`src/rtl/assert_macros.svh`:
```
// Assertion macros used by the RTL files of the project.
// Compiling with ASSERT_OFF defined removes every assertion.
`ifndef ASSERT_MACROS_SVH
`define ASSERT_MACROS_SVH

`ifndef ASSERT_OFF
// The property must hold at every clock edge outside reset.
`define ASSERT_PROP(lbl, clk, rst, prop, msg) \
   lbl: assert property (@(posedge clk) disable iff (rst) (prop)) else $error(msg);
// The condition must never be true at a clock edge outside reset.
`define ASSERT_NEVER(lbl, clk, rst, cond, msg) \
   lbl: assert property (@(posedge clk) disable iff (rst) !(cond)) else $error(msg);
`else
`define ASSERT_PROP(lbl, clk, rst, prop, msg)
`define ASSERT_NEVER(lbl, clk, rst, cond, msg)
`endif

`endif

```
`src/rtl/aftm_pkg.sv`:
```
`default_nettype none
package aftm_pkg;

   localparam int LEAF_SLOTS_DEF = 128;
   localparam int CONTEXTS_DEF   = 32;
   localparam int CHANNELS_DEF   = 2;
   localparam int VAR_W          = 48;

   localparam logic [15:0]      TOTAL_LIMIT  = 16'h8000;
   localparam logic [VAR_W-1:0] VAR_ONE      = 48'h0000_0001_0000;
   localparam logic [4:0]       BITS_RESET   = 5'd16;
   localparam logic [15:0]      WEIGHT_RESET = 16'd4096;

   // Register indexes, as decoded from paddr[2].
   localparam logic REG_SAMPLE_BITS  = 1'b0;
   localparam logic REG_WEIGHT_RECIP = 1'b1;

   typedef struct packed {
      logic signed [15:0] residual;
      logic               chan;
   } req_type;

   typedef struct packed {
      logic [4:0]  ctx_index;
      logic [14:0] cum_low;
      logic [14:0] sym_freq;
      logic [14:0] total_count;
      logic        is_top;
      logic [3:0]  extra_len;
      logic [11:0] extra_val;
   } rsp_type;

   typedef struct packed {
      logic             start;
      logic [15:0]      value;
      logic [VAR_W-1:0] variance;
      logic [15:0]      weight;
   } var_cmd_type;

   typedef struct packed {
      logic             done;
      logic [VAR_W-1:0] variance;
   } var_res_type;

endpackage
`default_nettype wire

```
`src/rtl/aftm_var_unit.sv`:
```
`default_nettype none
// Variance update: value*value*r + r + ((var*(65536-r)) >> 16), saturated.
// Start and operands pass through the a, b, c and d register stages to done.
module aftm_var_unit (
   input  logic                  clock,
   input  logic                  reset,
   input  aftm_pkg::var_cmd_type cmd,
   output aftm_pkg::var_res_type res
);

   logic        a_v_ff, b_v_ff, c_v_ff, d_v_ff;
   logic [15:0] a_val_ff;
   logic [47:0] a_var_ff;
   logic [15:0] a_r_ff, b_r_ff, c_r_ff;
   logic [16:0] a_k_ff;
   logic [31:0] b_sq_ff;
   logic [40:0] b_plo_ff, b_phi_ff;
   logic [47:0] c_sqr_ff;
   logic [49:0] c_prod_ff;
   logic [47:0] d_res_ff;
   logic [65:0] prod_sum;
   logic [50:0] nv;

   assign prod_sum = {1'b0, b_phi_ff, 24'd0} + 66'(b_plo_ff);
   assign nv       = 51'(c_sqr_ff) + 51'(c_r_ff) + 51'(c_prod_ff);

   always_ff @(posedge clock) begin
      if (reset) begin
         a_v_ff <= 1'b0;
         b_v_ff <= 1'b0;
         c_v_ff <= 1'b0;
         d_v_ff <= 1'b0;
      end else begin
         a_v_ff <= cmd.start;
         b_v_ff <= a_v_ff;
         c_v_ff <= b_v_ff;
         d_v_ff <= c_v_ff;
      end
      if (cmd.start) begin
         a_val_ff <= cmd.value;
         a_var_ff <= cmd.variance;
         a_r_ff   <= cmd.weight;
         a_k_ff   <= 17'h10000 - {1'b0, cmd.weight};
      end
      b_sq_ff   <= 32'(a_val_ff) * 32'(a_val_ff);
      b_plo_ff  <= 41'(a_var_ff[23:0]) * 41'(a_k_ff);
      b_phi_ff  <= 41'(a_var_ff[47:24]) * 41'(a_k_ff);
      b_r_ff    <= a_r_ff;
      c_sqr_ff  <= 48'(b_sq_ff) * 48'(b_r_ff);
      c_prod_ff <= prod_sum[65:16];
      c_r_ff    <= b_r_ff;
      d_res_ff  <= (nv[50:48] != 3'd0) ? {48{1'b1}} : nv[47:0];
   end

   assign res.done     = d_v_ff;
   assign res.variance = d_res_ff;

endmodule
`default_nettype wire

```
`config.mk`:
```
export PLATFORM = sky130hd
export DESIGN_NAME = aftm_var_unit
export DESIGN_NICKNAME = d
export VERILOG_FILES = /design/src/rtl/assert_macros.svh /design/src/rtl/aftm_pkg.sv /design/src/rtl/aftm_var_unit.sv
export SDC_FILE = /design/constraint.sdc
export NUM_CORES = 2
export LEC_CHECK = 0
export BUFFER_PORTS_ARGS = -buffer_cell sky130_fd_sc_hd__buf_2
export CAP_MARGIN = 0
export CELL_PAD_IN_SITES_DETAIL_PLACEMENT = 0
export CELL_PAD_IN_SITES_GLOBAL_PLACEMENT = 1
export CORE_MARGIN = 3
export CORE_UTILIZATION = 47
export CTS_CLUSTER_DIAMETER = 120
export DETAILED_ROUTE_END_ITERATION = 10
export MAX_ROUTING_LAYER = met4
export PLACE_DENSITY = 0.77
export SYNTH_ARGS = -nofsm -noshare
export SYNTH_HDL_FRONTEND = slang
export SYNTH_SLANG_ARGS = --single-unit
```
`constraint.sdc`:
```
create_clock -name clock -period 6.26 [get_ports clock]
set_input_delay 1.252 -clock clock [delete_from_list [all_inputs] [get_ports clock]]
set_output_delay 1.252 -clock clock [all_outputs]
set_load 0.05 [all_outputs]
```
# Word level (Yosys, flattened, before mapping)
# Cells that the tools add are included.
# word_totals
latchBits	0
reg_bits	393
out_inout_bits	49
ramBits	0
memories	0
word_cells	25
mem_bits_ro	0
# classes
multipliers	4
n_bitwise	0
muxes	0
addsub	4
reduce_logical	1
n_div	0
n_eq_ne	0
n_shift	0
magnitude_cmp	0
# ops
cell	n
multiplier 24 x 17 -> 41 bit	2
adder 65 x 41 -> 66 bit	1
adder 49 x 50 -> 51 bit	1
adder 48 x 16 -> 49 bit	1
multiplier 32 x 16 -> 48 bit	1
multiplier 16 x 16 -> 32 bit	1
subtractor 17 x 16 -> 17 bit (first input constant)	1
nonzero test 3 bit	1

# Logic depth before layout (Yosys ltp)
# depth
word_depth	3
mapped_depth	26
mapped_depth_nobuf	25

# Least setup slack after synthesis
# OpenSTA, ideal clock, no wires.
# synth_timing
path_type	flip-flop to flip-flop
start	reg a_k_ff[2]
end	reg b_phi_ff[40]
setup_time_ns	0.120
path_stages_with_launch	24
t_arrival_ns	6.323
path_slack_ns	-0.183
path_buffers	2
cell_sequence	edfxtp_1 -> clkbuf_1 -> clkbuf_1 -> nand2_1 -> fa_1 -> fa_1 -> fa_1 -> fa_1 -> inv_1 -> fa_1 -> inv_1 -> fa_1 -> inv_1 -> ha_1 -> a21o_1 -> a31o_2 -> a21o_1 -> o211ai_1 -> o2111ai_1 -> a31oi_1 -> o21ai_0 -> a2111oi_0 -> o21bai_1 -> xnor2_1
# synth_via
elab_chain_cells	1
# synth_rtl
item	line	text
from (decl)	aftm_var_unit.sv:15	logic [16:0] a_k_ff;
from (signal assigned)	aftm_var_unit.sv:43	a_k_ff <= 17'h10000 - {1'b0, cmd.weight};
multiplier 24 x 17 -> 41 bit	aftm_var_unit.sv:47	b_phi_ff <= 41'(a_var_ff[47:24]) * 41'(a_k_ff);
to (signal assigned)	aftm_var_unit.sv:47	
to (decl)	aftm_var_unit.sv:17	logic [40:0] b_plo_ff, b_phi_ff;
# No other way between the ends.
# A chain may end at the register's enable or synchronous reset.

# Worst setup path after layout
# layout_timing
start	reg b_r_ff[12]
end	reg c_sqr_ff[32]
# layout_via
elab_chain_cells	1
# layout_rtl
item	line	text
from (decl)	aftm_var_unit.sv:14	logic [15:0] a_r_ff, b_r_ff, c_r_ff;
from (signal assigned)	aftm_var_unit.sv:48	b_r_ff <= a_r_ff;
multiplier 32 x 16 -> 48 bit	aftm_var_unit.sv:49	c_sqr_ff <= 48'(b_sq_ff) * 48'(b_r_ff);
to (signal assigned)	aftm_var_unit.sv:49	
to (decl)	aftm_var_unit.sv:18	logic [47:0] c_sqr_ff;
# No other way between the ends.

==> summary.txt <==
Status - complete, but fails checks
Violated checks - negative setup slack
Post-CTS Hold Buffers - 0
First-pass GRT wire length - 271,900 um
Total grt overflow - 0
Synthesis Warnings - 0
Max Freq - 157.2 MHz
Io pins - 132
CP endpoint - c_sqr_ff[32]
Worst setup path start - b_r_ff[12]
Number of enable flip-flop cells after synthesis - 96
Final Cycle Share - 1.016
Distinct cells, synth - 79
Post-detail-place hpwl - 140,900 um
Inst Count DP - 8,907
Commonest cells after routing, fill and taps aside - inv_1 (1,498), fa_1 (1,208), nand2_1 (938)
Nets - 9,195
Worst setup SP type - flip-flop
Cell Count, Final, Fillers Out - 9,101
Final Critical Period - 6.362 ns
Post-route ant nets - 0
Final wirelength - 168,200 um
Initial antenna violation count - 10
H-tree levels - 2
Final WS setup - -0.1021 ns
Most common cell after layout, fill and taps aside - inv_1
Clk slew on worst S/H paths - 0.06 ns
Num rows - 132
Required time of the critical path - 6.81 ns
Layout cells sized above 1 - 0.1674
R2R Path Start - b_r_ff[12]
Via density - 5.068
R2r endpoint - c_sqr_ff[32]
Num CTS Buffers - 49
GR Util All Layers - 0.2592
CTS tree - done
Vias in the first global route - 49,955
Die Span Y - 369.8 um
R2R depth - 23
R2R setup slack - -0.10 ns
Setup Skew - 0.05201 ns
Least-Margin Pin Slew - 1.077 ns
Post-Synthesis Cell Area - 62,210 um^2
Gate Count Post-Synth - 6,714
Root Driver - clkbuf_16
Setup crit end kind - flip-flop
Total vias in the final route - 46,128
Die Area - 136,800 um^2
Final Hold Viols - 0
FF+latch count, synth - 375
Max FO, Critical Path - 6
Worst slack, placed - -0.3818 ns
Syn-to-layout area delta - 17.89%
Ys async rst share - 0
Max_cap viols - 0
GP Congestion - 0.9282
Final number of setup-violating endpoints - 22
First drt pass iteration count - 5
Post-route cell area - 73,330 um^2
Most used DFF post-synth - dfxtp_1
Fill cells - 11,643
Worst Path Arrival - 6.91 ns
Placed Area - 69,070 um^2
Clock Sinks - 375
Slew headroom - 0.2819
Initial DRC count - 2,540
Die width - 369.8 um
Port-buffer cells - 131
RSZ-0062 raised after global routing - true
Clk Latency, worst-skew pair - 0.67 ns
DRC viols - 0
Crit Path Category - flip-flop to flip-flop
Starting Density - 0.4768
Largest net degree at the start of global routing - 72
Clock Path Buffers - 3
Max Slew Vio Count - 0
Post-synthesis sequential area ratio - 0.1361
DR WL/cell - 18.48 um
Sum of negative setup slack - -0.8852 ns
Core area - 130,500 um^2
Hold Crit Class - flip-flop to flip-flop
Mean Syn Cell Area - 9.265 um^2
[cells by family after synthesis]
| logic type | Yosys count | synth area share |
|---|---|---|
| adder cells (fa/ha/maj) | 1798 | 0.5124 |
| AND/OR/NAND/NOR | 1932 | 0.1500 |
| AO/OA/AOI/OAI | 565 | 0.05916 |
| flip-flops | 375 | 0.1361 |
| buffers and inverters | 1812 | 0.1098 |
| other | 2 | 0.0001207 |
| multiplexers | 2 | 0.0003620 |
| XOR/XNOR | 228 | 0.03210 |
[sequential cells by signal (all words and copies together) (netlist names)]
signal	cells
b_r_ff	16
b_v_ff	1
b_sq_ff	31
d_res_ff	48
b_plo_ff	25
c_sqr_ff	48
a_var_ff	48
d_v_ff	1
c_r_ff	16
b_phi_ff	41
c_v_ff	1
c_prod_ff	50
a_k_ff	16
a_r_ff	16
a_val_ff	16
a_v_ff	1
[worst max-delay path: stages (launching register included)]
cell       delay (ns)
dfxtp_4          0.40
clkbuf_16        0.18
and2_4           0.16
fa_1             0.51
inv_2            0.04
fa_1             0.52
inv_2            0.04
fa_1             0.57
fa_2             0.49
fa_1             0.56
inv_2            0.04
fa_1             0.52
inv_2            0.05
ha_4             0.22
buf_6            0.12
a211o_1          0.29
a311oi_1         0.27
o31a_1           0.29
o31ai_4          0.11
o41ai_4          0.35
o21ai_2          0.13
buf_4            0.16
xnor2_2          0.12
buf_4            0.13
[area by class of cell]
class,instances,area (um^2),share of cell area
Multi-Input combinational cell,4533,48360,0.6594
Sequential cell,375,8521,0.1162
Timing Repair Buffer,807,6754,0.09210
Inverter,1548,5811,0.07924
Tap cell,1742,2180,0.02972
Clock buffer,60,1330,0.01814
Clock inverter,32,371.6,0.005067
Antenna cell,4,10.01,0.0001365
[worst min path at each step]
stage | startpoint | endpoint | slack [ns] | depth (start not counted)
after floorplan | b_plo_ff[16] | c_prod_ff[0] | 0.31 | 0
after global placement | b_plo_ff[19] | c_prod_ff[3] | 0.31 | 0
after detailed placement | a_r_ff[15] | b_r_ff[15] | 0.33 | 0
after CTS | a_r_ff[15] | b_r_ff[15] | 0.34 | 0
after global routing | a_r_ff[15] | b_r_ff[15] | 0.35 | 0
final | a_r_ff[3] | b_r_ff[3] | 0.34 | 0
[routing by layer]
metal  wire length, um  track usage  vias up
li1                  -            -    21294
met1             74740       0.3519    23366
met2             77120       0.4059     1216
met3             12260      0.05164      252
met4              4038      0.05314        0
met5                 0            -        -
[metrics by stage]
stage                     hold slack (ns)  utilization
after floorplan                    0.3096            -
after global placement             0.3123       0.5294
after detailed placement           0.3269       0.5294
after CTS                          0.3429       0.5499
after global routing               0.3514       0.5620
final                              0.3432       0.5620
[what timing repair did]
item,CTS,global route
endpoints found under the setup margin,43,68
pin swaps,99,229
resized for setup,150,298
gates cloned,2,1
buffers inserted,45,66
[cell usage after synthesis (5+ instances only)]
cell type,n,share of area
inv_1,1548,0.093
fa_1,1249,0.40
nand2_1,955,0.058
and2_1,573,0.058
ha_1,549,0.11
dfxtp_1,279,0.090
clkbuf_1,254,0.015
a21oi_1,181,0.015
xnor2_1,161,0.023
nor2_1,131,0.0079
edfxtp_1,96,0.046
a21o_1,89,0.011
o21ai_0,84,0.0068
xor2_1,67,0.0094
nand2b_1,58,0.0058
nand3_1,43,0.0035
o21bai_1,38,0.0046
nor2b_1,35,0.0035
nor3_1,30,0.0024
nand4_1,28,0.0028
a31oi_1,25,0.0025
and3_1,23,0.0023
o21a_1,22,0.0027
a211oi_1,16,0.0019
o211ai_1,12,0.0014
o31ai_1,12,0.0014
or3_1,12,0.0012
or2_2,10,0.0010
a31o_2,8,0.0011
nor4_1,8,0.00080
a211o_1,7,0.00099
o2111ai_1,6,0.00084
o21ai_1,6,0.00048
o22ai_1,6,0.00060
o31a_1,6,0.00084
a21boi_0,5,0.00060
and4_1,5,0.00070
nor3b_1,5,0.00060
Power is not shown: default switching activity piles up to over one toggle a cycle in this logic, so the estimate is an artifact.
